==> src/rtl/epva_pkg.sv <==
`timescale 1ns / 1ps
package epva_pkg;

	// func codes
	localparam logic [1:0] FUNC_UPDATE     = 2'd0;
	localparam logic [1:0] FUNC_RESEED     = 2'd1;
	localparam logic [1:0] FUNC_SET_POS    = 2'd2;
	localparam logic [1:0] FUNC_INVALIDATE = 2'd3;

	// status codes
	localparam logic [1:0] STAT_OK        = 2'd0;
	localparam logic [1:0] STAT_LIMIT     = 2'd1;
	localparam logic [1:0] STAT_NO_COUNT  = 2'd2;
	localparam logic [1:0] STAT_INVALID   = 2'd3;

	// register indexes
	localparam logic [7:0] REG_COUNTER_WIDTH    = 8'd0;
	localparam logic [7:0] REG_INVERT_DIRECTION = 8'd1;
	localparam logic [7:0] REG_TIMER_HZ         = 8'd2;
	localparam logic [7:0] REG_POSITION_LIMIT   = 8'd3;

	localparam logic [19:0] MICROS_PER_SECOND = 20'd1000000;
	localparam int DIV_W = 52;

	typedef enum logic [2:0] {
		ST_IDLE,
		ST_DIV1,
		ST_MUL2,
		ST_DIV2,
		ST_SAT,
		ST_FIN
	} epva_state_t;

endpackage

==> src/rtl/encoder_position_velocity_accumulator_top.sv <==
`timescale 1ns / 1ps
// sequence: reseed, set position, invalidate and updates without velocity go from the
// accepting edge to ST_FIN; an update whose interval is zero passes ST_DIV1 and ST_MUL2
// first, one with velocity ST_DIV1, ST_MUL2, ST_DIV2 and ST_SAT; ST_FIN waits under stall
// throughput: one item at a time, no new item is taken until the result is loaded; the
// bit-serial divider runs 52 steps for the interval and 52 more for the velocity
// reset: asynchronous active low, clears count state and loads register defaults
module encoder_position_velocity_accumulator_top
	import epva_pkg::*;
(
	input  logic               clk,
	input  logic               arst_n,
	input  logic               cfg_we,
	input  logic [7:0]         cfg_index,
	input  logic [62:0]        cfg_data,
	input  logic               in_valid,
	output logic               in_stall,
	input  logic [1:0]         func,
	input  logic [31:0]        raw_reading,
	input  logic [31:0]        timestamp,
	input  logic signed [63:0] operand_value,
	output logic               out_valid,
	input  logic               out_stall,
	output logic [1:0]         status,
	output logic signed [63:0] position,
	output logic signed [31:0] velocity,
	output logic [31:0]        elapsed_us,
	output logic               velocity_valid
);

	// configuration
	logic [5:0]  counter_width_q;
	logic        invert_q;
	logic [31:0] timer_hz_q;
	logic [62:0] limit_q;

	// count state
	logic        count_valid_q;
	logic        have_last_q;
	logic [31:0] last_raw_q;
	logic [63:0] accum_q;
	logic [63:0] bias_q;
	logic [31:0] last_time_q;

	// per-item work registers
	logic signed [33:0] delta_q;
	logic [1:0]         res_status_q;
	logic [31:0]        res_vel_q;
	logic [31:0]        res_ivl_q;
	logic               res_vv_q;

	// bit-serial divider
	logic [32:0]      div_rem_q;
	logic [DIV_W-1:0] div_quo_q;
	logic [31:0]      div_den_q;
	logic [5:0]       div_cnt_q;

	logic out_valid_q;
	epva_state_t state_q, state_d;

	logic accept, div_step, div_last, fin_load, ivl_zero;

	assign accept   = in_valid && (state_q == ST_IDLE);
	assign div_last = (div_cnt_q == 6'(DIV_W - 1));
	assign ivl_zero = (div_quo_q[31:0] == 32'd0);

	// effective width, mask and half span
	logic [5:0]  eff_w;
	logic [31:0] mask;
	logic [32:0] half;
	logic [32:0] diff;
	logic signed [33:0] d_raw, delta;

	always_comb begin
		if (counter_width_q == 6'd0) begin
			eff_w = 6'd1;
		end else if (counter_width_q > 6'd32) begin
			eff_w = 6'd32;
		end else begin
			eff_w = counter_width_q;
		end
		mask  = 32'hFFFF_FFFF >> (6'd32 - eff_w);
		half  = 33'd1 << (eff_w - 6'd1);
		diff  = {1'b0, (raw_reading - last_raw_q) & mask};
		if (diff > half) begin
			d_raw = $signed({1'b0, diff}) - $signed({half, 1'b0});
		end else begin
			d_raw = $signed({1'b0, diff});
		end
		delta = invert_q ? -d_raw : d_raw;
	end

	// interval numerator and set-position check
	logic [31:0]      cyc;
	logic [DIV_W-1:0] ivl_num;
	logic [63:0]      opnd_mag;
	logic             out_of_limit;
	logic [31:0]      hz_eff;

	assign cyc          = timestamp - last_time_q;
	assign ivl_num      = DIV_W'(cyc * MICROS_PER_SECOND);
	assign hz_eff       = (timer_hz_q == 32'd0) ? 32'd1 : timer_hz_q;
	assign opnd_mag     = operand_value[63] ? (64'd0 - operand_value) : operand_value;
	assign out_of_limit = opnd_mag > {1'b0, limit_q};

	// velocity numerator from delta magnitude
	logic             delta_neg;
	logic [31:0]      delta_mag;
	logic [DIV_W-1:0] vel_num;

	assign delta_neg = delta_q[33];
	assign delta_mag = delta_neg ? 32'(-delta_q) : delta_q[31:0];
	assign vel_num   = DIV_W'(delta_mag * MICROS_PER_SECOND);

	// one restoring step
	logic [32:0] rem_sh;
	logic [33:0] rem_sub;
	logic        rem_ge;

	assign rem_sh  = {div_rem_q[31:0], div_quo_q[DIV_W-1]};
	assign rem_sub = {1'b0, rem_sh} - {2'b00, div_den_q};
	assign rem_ge  = !rem_sub[33];

	// saturation of the velocity quotient
	logic [31:0] vel_sat;

	always_comb begin
		if (delta_neg) begin
			vel_sat = (div_quo_q > DIV_W'(33'h0_8000_0000)) ? 32'h8000_0000
				: (32'd0 - div_quo_q[31:0]);
		end else begin
			vel_sat = (div_quo_q > DIV_W'(32'h7FFF_FFFF)) ? 32'h7FFF_FFFF
				: div_quo_q[31:0];
		end
	end

	// next state
	always_comb begin
		state_d = state_q;
		unique case (state_q)
			ST_IDLE: begin
				if (accept) begin
					if (func == FUNC_UPDATE && count_valid_q && have_last_q) begin
						state_d = ST_DIV1;
					end else begin
						state_d = ST_FIN;
					end
				end
			end
			ST_DIV1: if (div_last) state_d = ST_MUL2;
			ST_MUL2: state_d = ivl_zero ? ST_FIN : ST_DIV2;
			ST_DIV2: if (div_last) state_d = ST_SAT;
			ST_SAT:  state_d = ST_FIN;
			ST_FIN:  if (!out_valid_q || !out_stall) state_d = ST_IDLE;
			default: state_d = ST_IDLE;
		endcase
	end

	// state outputs
	always_comb begin
		in_stall = 1'b1;
		div_step = 1'b0;
		fin_load = 1'b0;
		unique case (state_q)
			ST_IDLE: in_stall = 1'b0;
			ST_DIV1, ST_DIV2: div_step = 1'b1;
			ST_FIN:  fin_load = !out_valid_q || !out_stall;
			default: ;
		endcase
	end

	// configuration writes
	always_ff @(posedge clk or negedge arst_n) begin
		if (!arst_n) begin
			counter_width_q <= 6'd32;
			invert_q        <= 1'b0;
			timer_hz_q      <= 32'd1000000;
			limit_q         <= 63'h4000_0000_0000_0000;
		end else if (cfg_we) begin
			unique case (cfg_index)
				REG_COUNTER_WIDTH:    counter_width_q <= cfg_data[5:0];
				REG_INVERT_DIRECTION: invert_q        <= cfg_data[0];
				REG_TIMER_HZ:         timer_hz_q      <= cfg_data[31:0];
				REG_POSITION_LIMIT:   limit_q         <= cfg_data;
				default: ;
			endcase
		end
	end

	// count state and item work
	always_ff @(posedge clk or negedge arst_n) begin
		if (!arst_n) begin
			state_q       <= ST_IDLE;
			count_valid_q <= 1'b0;
			have_last_q   <= 1'b0;
			last_raw_q    <= '0;
			accum_q       <= '0;
			bias_q        <= '0;
			last_time_q   <= '0;
			div_cnt_q     <= '0;
		end else begin
			state_q <= state_d;
			if (accept) begin
				res_status_q <= STAT_OK;
				res_vel_q    <= '0;
				res_ivl_q    <= '0;
				res_vv_q     <= 1'b0;
				div_rem_q    <= '0;
				div_quo_q    <= ivl_num;
				div_den_q    <= hz_eff;
				div_cnt_q    <= '0;
				unique case (func)
					FUNC_UPDATE: begin
						if (!count_valid_q) begin
							res_status_q <= STAT_INVALID;
						end else begin
							delta_q     <= delta;
							last_raw_q  <= raw_reading & mask;
							accum_q     <= accum_q + 64'(delta);
							last_time_q <= timestamp;
							have_last_q <= 1'b1;
						end
					end
					FUNC_RESEED: begin
						accum_q       <= operand_value;
						bias_q        <= '0;
						last_raw_q    <= raw_reading & mask;
						count_valid_q <= 1'b1;
						have_last_q   <= 1'b0;
					end
					FUNC_SET_POS: begin
						if (out_of_limit) begin
							res_status_q <= STAT_LIMIT;
						end else if (!count_valid_q) begin
							res_status_q <= STAT_NO_COUNT;
						end else begin
							bias_q <= operand_value - accum_q;
						end
					end
					FUNC_INVALIDATE: count_valid_q <= 1'b0;
					default: ;
				endcase
			end
			if (div_step) begin
				div_rem_q <= rem_ge ? rem_sub[32:0] : rem_sh;
				div_quo_q <= {div_quo_q[DIV_W-2:0], rem_ge};
				div_cnt_q <= div_cnt_q + 6'd1;
			end
			// second division: velocity numerator over interval
			if (state_q == ST_MUL2 && !ivl_zero) begin
				res_ivl_q <= div_quo_q[31:0];
				div_den_q <= div_quo_q[31:0];
				div_quo_q <= vel_num;
				div_rem_q <= '0;
				div_cnt_q <= '0;
			end
			if (state_q == ST_SAT) begin
				res_vel_q <= vel_sat;
				res_vv_q  <= 1'b1;
			end
		end
	end

	// output register
	always_ff @(posedge clk or negedge arst_n) begin
		if (!arst_n) begin
			out_valid_q <= 1'b0;
		end else if (fin_load) begin
			out_valid_q <= 1'b1;
		end else if (!out_stall) begin
			out_valid_q <= 1'b0;
		end
	end

	always_ff @(posedge clk) begin
		if (fin_load) begin
			status         <= res_status_q;
			position       <= accum_q + bias_q;
			velocity       <= res_vel_q;
			elapsed_us     <= res_ivl_q;
			velocity_valid <= res_vv_q;
		end
	end

	assign out_valid = out_valid_q;

endmodule

==> config.mk <==
export PLATFORM = sky130hd
export DESIGN_NAME = encoder_position_velocity_accumulator_top
export DESIGN_NICKNAME = d
export VERILOG_FILES = /design/src/rtl/epva_pkg.sv /design/src/rtl/encoder_position_velocity_accumulator_top.sv
export SDC_FILE = /design/constraint.sdc
export NUM_CORES = 2
export LEC_CHECK = 0
export ABC_AREA = 1
export BUFFER_PORTS_ARGS = -buffer_cell sky130_fd_sc_hd__buf_2
export CORE_MARGIN = 4
export CORE_UTILIZATION = 25
export DETAILED_ROUTE_END_ITERATION = 10
export PLACE_DENSITY = 0.41
export SETUP_SLACK_MARGIN = 0.5
export SYNTH_ARGS = -nofsm -noshare
export SYNTH_HDL_FRONTEND = slang
export SYNTH_SLANG_ARGS = --single-unit
==> constraint.sdc <==
create_clock -name clk -period 10.2 [get_ports clk]
set_clock_uncertainty 0.05 [all_clocks]
set_input_delay 2.04 -clock clk [delete_from_list [all_inputs] [get_ports clk]]
set_output_delay 2.04 -clock clk [all_outputs]
set_load 0.01 [all_outputs]
# Word-level counts from Yosys, hierarchy flattened
# Index checks and enable logic that the tools add are counted.
# classes
n_addsub	14
n_mul	2
n_lt_le_gt_ge	5
eq_ne	20
shifts	2
mux	51
bitwise	2
reduce_logical	36
# op_table
cell	count
$mux 32	11
$mux 64	4
$pmux 64 s2	2
$mux 52	3
$add 64x64->64	2
$mux 33	3
$mul 32x14->46 const B	2
$mux 34	2
$and 32x32->32	2
$gt 64x63->1	1
$logic_not 32->1	2
$pmux 32 s2	1
$sub 1x64->64 const A	1
$sub 32x32->32	2
$sub 64x64->64	1
$gt 52x31->1 const B	1
$gt 52x32->1 const B	1
$neg 34->34	1
$sub 33x32->34	1
$sub 33x34->34	1
$gt 32x33->1	1
$shl 1x6->33 const A	1
$neg 32->32	1
$shr 32x6->32 const A	1
other kinds (35)	84
# totals
reg_bits	655
inputBits	206
output_inout_bits	133
word_cells	159

# Longest topological paths before layout
# logic_depth
word_depth	13
mapped_depth	62
ltp_nobuf	61

# Least setup slack after synthesis
# OpenSTA, ideal clock, no wires.
# synth_timing
path_kind	input port to flip-flop
start	input timestamp[0]
end	register div_quo_q[50] (data pin)
setup_time_ps	261
arrival_time_ps	8896
required_ps	9889
slack_ps	993
path_stages	33
path_buffers	0
cell_sequence	inv_1 > ha_1 > inv_1 > fa_1 > a21oi_1 > o21ai_1 > a31oi_1 > o21ai_1 > a21oi_1 > o21ai_1 > a21oi_1 > o21ai_0 > xor2_1 > fa_1 > fa_1 > fa_1 > fa_1 > ha_1 > inv_1 > fa_1 > inv_1 > ha_1 > a21oi_1 > inv_1 > nor2_1 > a21boi_0 > o21ai_0 > nand2_1 > nand2_1 > nand2_1 > nand2_1 > o21ai_0 > nand3_1
# synth_via
elab_chain_cells	5
# synth_lines
element	line	source
start: declaration	encoder_position_velocity_accumulator_top.sv:20	input logic [31:0] timestamp,
$sub 32x32->32	encoder_position_velocity_accumulator_top.sv:100	assign cyc = timestamp - last_time_q;
$mul 32x14->46	encoder_position_velocity_accumulator_top.sv:101	assign ivl_num = DIV_W'(cyc * MICROS_PER_SECOND);
$mux 52	encoder_position_velocity_accumulator_top.sv:203	if (accept) begin
$mux 52	encoder_position_velocity_accumulator_top.sv:244	if (div_step) begin
$mux 52	encoder_position_velocity_accumulator_top.sv:250	if (state_q == ST_MUL2 && !ivl_zero) begin
end signal: assignment	encoder_position_velocity_accumulator_top.sv:209	div_quo_q <= ivl_num;
end signal: assignment	encoder_position_velocity_accumulator_top.sv:246	div_quo_q <= {div_quo_q[DIV_W-2:0], rem_ge};
end signal: assignment	encoder_position_velocity_accumulator_top.sv:253	div_quo_q <= vel_num;
end: declaration	encoder_position_velocity_accumulator_top.sv:54	logic [DIV_W-1:0] div_quo_q;
# Every way passes these cells. The select of a mux whose other input is x is not followed.
# A chain may end at the register's enable or synchronous reset.

# Worst setup path in the final report
# layout_timing
start	input raw_reading[0]
end	register accum_q[56]
# layout_via
elab_chain_cells	9
word_cells_on_any_way	10
cone_classes	add/sub (4); order compare (1); mux (4); bitwise (1)
# layout_lines
element	line	source
start: declaration	encoder_position_velocity_accumulator_top.sv:19	input logic [31:0] raw_reading,
$sub 32x32->32 (*)	encoder_position_velocity_accumulator_top.sv:84	diff = {1'b0, (raw_reading - last_raw_q) & mask};
$and 32x32->32 (*)	encoder_position_velocity_accumulator_top.sv:84	
$sub 33x34->34 or $gt 32x33->1 (tied branches)	encoder_position_velocity_accumulator_top.sv:86, encoder_position_velocity_accumulator_top.sv:85	
$mux 34 (*)	encoder_position_velocity_accumulator_top.sv:85	if (diff > half) begin
$neg 34->34	encoder_position_velocity_accumulator_top.sv:90	delta = invert_q ? -d_raw : d_raw;
$mux 34 (*)	encoder_position_velocity_accumulator_top.sv:90	
via delta[1]	encoder_position_velocity_accumulator_top.sv:72	logic signed [33:0] d_raw, delta;
$add 64x64->64 (*)	encoder_position_velocity_accumulator_top.sv:219	accum_q <= accum_q + 64'(delta);
$mux 64 (*)	encoder_position_velocity_accumulator_top.sv:214	if (!count_valid_q) begin
$pmux 64 s2 (*)	encoder_position_velocity_accumulator_top.sv:212	unique case (func)
end signal: assignment	encoder_position_velocity_accumulator_top.sv:219	
end signal: assignment	encoder_position_velocity_accumulator_top.sv:225	accum_q <= operand_value;
end: declaration	encoder_position_velocity_accumulator_top.sv:41	logic [63:0] accum_q;
# The timed path passes the listed nets; every way through them passes the cells marked *. The select of a mux whose other input is x is not followed.

==> flow_metrics.tcl <==
set metrics [dict create \
    timing.setup.tns_ns 0 \
    ratio_of_total_power_to_cell_area_nw_per_um2 246 \
    synthesis.instances 7855 \
    clockPowerShare_pct 18.4 \
    cts_sinks 653 \
    dr_wl_met3_um 9960 \
    crit_start "raw_reading[0]" \
    timing_worst_setup_path_type "in -> reg" \
    drtIter0Drc 3830 \
    cp.required_ns 10.73 \
    detailedRoute.firstPassIterationCount 6 \
    synth_seq_area_share_pct 28.7 \
    cp-start-kind "input port" \
    rr_worst_depth 49 \
    postSynth.asyncResetShare_pct 46.9 \
    share_seq_of_total_power_pct 17.0 \
    via_count 55200 \
    grt_remaining_overflow 0 \
    antenna_left 0 \
    groute.usage.overall_pct 17.5 \
    share_comb_of_total_power_pct 64.6 \
    fp.coreArea_um2 251000 \
    regArea_um2 18100 \
    timing.final.setup_violations 0 \
    final_layout_size_suffix_gt1_share_pct 10.4 \
    synth.most_common_cell "sky130_fd_sc_hd__nand2_1" \
    min-delay-start "res_vel_q[11]" \
    yosysUniqueCellTypes 77 \
    synth_area_um2 63100 \
    status "complete, no violations" \
    worst-endpoint-arrival_ns 9.57 \
    synthesis.area_per_instance_um2 8.03 \
    grt_start_max_net_pins 142 \
    power_switching_share_pct 49.2 \
    clk_root_buf "sky130_fd_sc_hd__clkbuf_16" \
    dr.max_layer_used "met5" \
    routed_wl_um 233000 \
    regToRegSetupSlack_ns 1.36 \
    worst_r2r_startpoint "counter_width_q[5]" \
    cts.htree.levels 3 \
    cts-root-to-sink-buffers 3 \
    synth_enable_flop_cells 347 \
    nFillCells 27300 \
    p_int_mw 9.12 \
    max_freq_mhz 111 \
    timing.final.hold_violations 0 \
    post_cts_hold_buffer_count 0 \
    yosysWarningCount 0 \
    detail_routed_net_length_per_standard_cell_um 19.8 \
    io-pin-count 339 \
    grt_antenna_before_repair 33 \
    timing.critical_path.max_delay_family "simple AND/OR/NAND/NOR gates" \
    rows 184 \
    cap_viol_max_count 0 \
    synth_largest_area_cell "sky130_fd_sc_hd__edfxtp_1" \
    vdd_ir_drop_max_uv 181 \
    ys_top_cells_by_count "sky130_fd_sc_hd__nand2_1 (1,304), sky130_fd_sc_hd__inv_1 (1,249), sky130_fd_sc_hd__ha_1 (727)" \
    critical-path-slowest-cell "sky130_fd_sc_hd__fa_1" \
    cts.reportedPaths.clkPinSlew_ns 0.06 \
    area_delta_synth_final_pct 15.8 \
    ys_ff_latch 653 \
    worstSetupPathDepth 53 \
    floorplan.die.height_um 510 \
    vias_per_cell 4.70 \
    cts_tree "built" \
    critical_path.n_buffers_inverters 7 \
    slowest_delay_ns 0.57 \
    effective_utilization_at_floorplan_pct 25.1 \
    hold_class "reg -> reg" \
    crit_path_to "accum_q[56]" \
    mappedNetlistNets 9065 \
    route.layer.met1.wl_um 109000 \
    leakagePower_nw 35.0 \
    numCtsBuffers 87 \
    skew_pair_late_insertion_delay_ns 0.73 \
    met2RoutedLength_um 107000 \
    timing_worst_slew_pin_value_ns 1.11 \
    chip_width_um 510 \
    whs_ns 0.352 \
    timing.slew.headroom_pct 25.7 \
    via_count_of_the_first_global_routing_pass 55400 \
    cell_occurring_most_often_along_the_worst_timing_path "sky130_fd_sc_hd__nand2_1" \
    yosysTopAreaCellShare_pct 16.5 \
    grt_first_pass_wirelength_um 350000 \
    rsz_0062_raised_after_global_routing "true" \
    power_switching_mw 8.82 \
    place_congestion 0.913 \
    num-nets-final 9513 \
    detailedPlacementHpwl_um 194000 \
    synth_flop_cell "sky130_fd_sc_hd__edfxtp_1" \
    slew_viol_final 0 \
    rr_endpoint "accum_q[56]" \
    combined_area_of_the_multi_input_logic_cells_um2 39900 \
    max_fo_critical_path 23 \
    buffer_ports.inserted 338 \
    remaining_routing_drc_violations 0 \
    layout_worst_path_cycle_share_pct 88.6 \
    worstSetupEndpointType "flop" \
    synth_area_leaders "sky130_fd_sc_hd__edfxtp_1 (17%), sky130_fd_sc_hd__ha_1 (14%), sky130_fd_sc_hd__dfrtp_1 (12%), sky130_fd_sc_hd__fa_1 (8.8%), sky130_fd_sc_hd__nand2_1 (7.8%)" \
    die_area_um2 260000 \
    shortest_period_the_worst_path_allows_ns 9.04 \
]
-- cell usage in the layout, fill, tap and decap left out, drive strengths merged, types with 19 or more instances in the layout --
| cell | Yosys | layout |
|---|---|---|
| nand2 | 1338 | 1338 |
| inv | 1262 | 1268 |
| o21ai | 744 | 744 |
| ha | 727 | 727 |
| a21oi | 673 | 673 |
| nor2 | 619 | 619 |
| buf | 44 | 506 |
| edfxtp | 347 | 347 |
| nand3 | 303 | 303 |
| dfrtp | 297 | 297 |
| fa | 277 | 277 |
| xor2 | 252 | 252 |
| xnor2 | 160 | 160 |
| clkbuf | 103 | 112 |
| a31oi | 86 | 86 |
| nand4 | 69 | 69 |
| nor3 | 68 | 68 |
| o211ai | 61 | 61 |
| o221ai | 52 | 52 |
| o21a | 46 | 46 |
| nor4 | 43 | 43 |
| o21bai | 34 | 34 |
| clkinv | 5 | 34 |
| a21o | 33 | 33 |
| mux2 | 31 | 31 |
| or2 | 30 | 30 |
| a21boi | 26 | 26 |
| nand3b | 19 | 19 |
-- per-stage QoR --
step	instance area (µm²)	total power [mW]	utilization [%]	cells	setup WS, ns
floorplan	63100	10.7	-	7855	0.993
global placement	69700	14.5	27.8	11600	0.153
detailed placement	69700	14.5	27.8	11600	0.120
CTS	72800	17.9	29.0	11700	0.899
global route	73000	19.7	29.1	11700	0.462
finish	73000	17.9	29.1	11700	1.16
-- sequential cells by signal, indices dropped and copies added (netlist names), 33 cells and up --
name,count
limit_q,63
position,64
div_quo_q,52
accum_q,64
bias_q,64
delta_q,33
-- logic make-up (layout without fill, tap and decap cells) --
logic type	count (synthesis)	after routing	synth area share, %
and+or+nand+nor	2500	2500	16.9
buffers and inverters	1414	1935	8.53
xor gates and xnor gates	412	412	5.75
adders and majority gates	1004	1004	23.2
AOI/OAI and AO/OA	1841	1841	16.3
DFF	653	653	28.7
muxes	31	31	0.554
other	0	18	0
-- what timing repair did --
action / in CTS / in global routing
gates resized for setup: 0 / 42
buffers inserted: 0 / 4
endpoints found under the setup margin: 0 / 42
-- layer usage --
metal	vias up	track usage [%]
li1	27300	-
met1	26400	24.1
met2	1213	29.0
met3	251	2.12
met4	2	4.86
met5	-	0
-- layout make-up --
type	count	area share, %
diodes	18	0.0617
flip-flops and latches	653	24.8
inverters	1267	6.52
clock inverters	50	0.932
repair buffers	506	4.16
multi-input cells	5788	54.6
well taps	3348	5.74
clock buffers	112	3.23
-- power groups by stage --
stage,combinational [mW],clock (mW),sequential (mW)
after global routing,13.1,3.51,3.07
after global placement,11.4,0,3.10
after CTS,11.5,3.42,3.05
final,11.6,3.29,3.06
after floorplan,7.61,0,3.08
after detailed placement,11.4,0,3.10
-- how the worst min path moves through the flow --
stage	to	slack, ns	cells past startpoint
2_1_floorplan	elapsed_us[0]	0.35	0
3_5_place_dp	velocity[13]	0.36	0
6_report	velocity[11]	0.35	0
3_3_place_gp	elapsed_us[1]	0.35	0
5_1_grt	velocity[11]	0.36	0
4_1_cts	velocity[11]	0.35	0
-- worst register-to-register path, delay by kind of cell (launching register included) --
family / cells / cell delay [ns]
AOI/OAI and AO/OA: 9 / 1.97
xor gates and xnor gates: 1 / 0.16
and+or+nand+nor: 26 / 3.17
adders and majority gates: 5 / 1.77
buffers and inverters: 8 / 1.00
DFF: 1 / 0.66
Note: power is estimated with default switching activity, not from simulation.
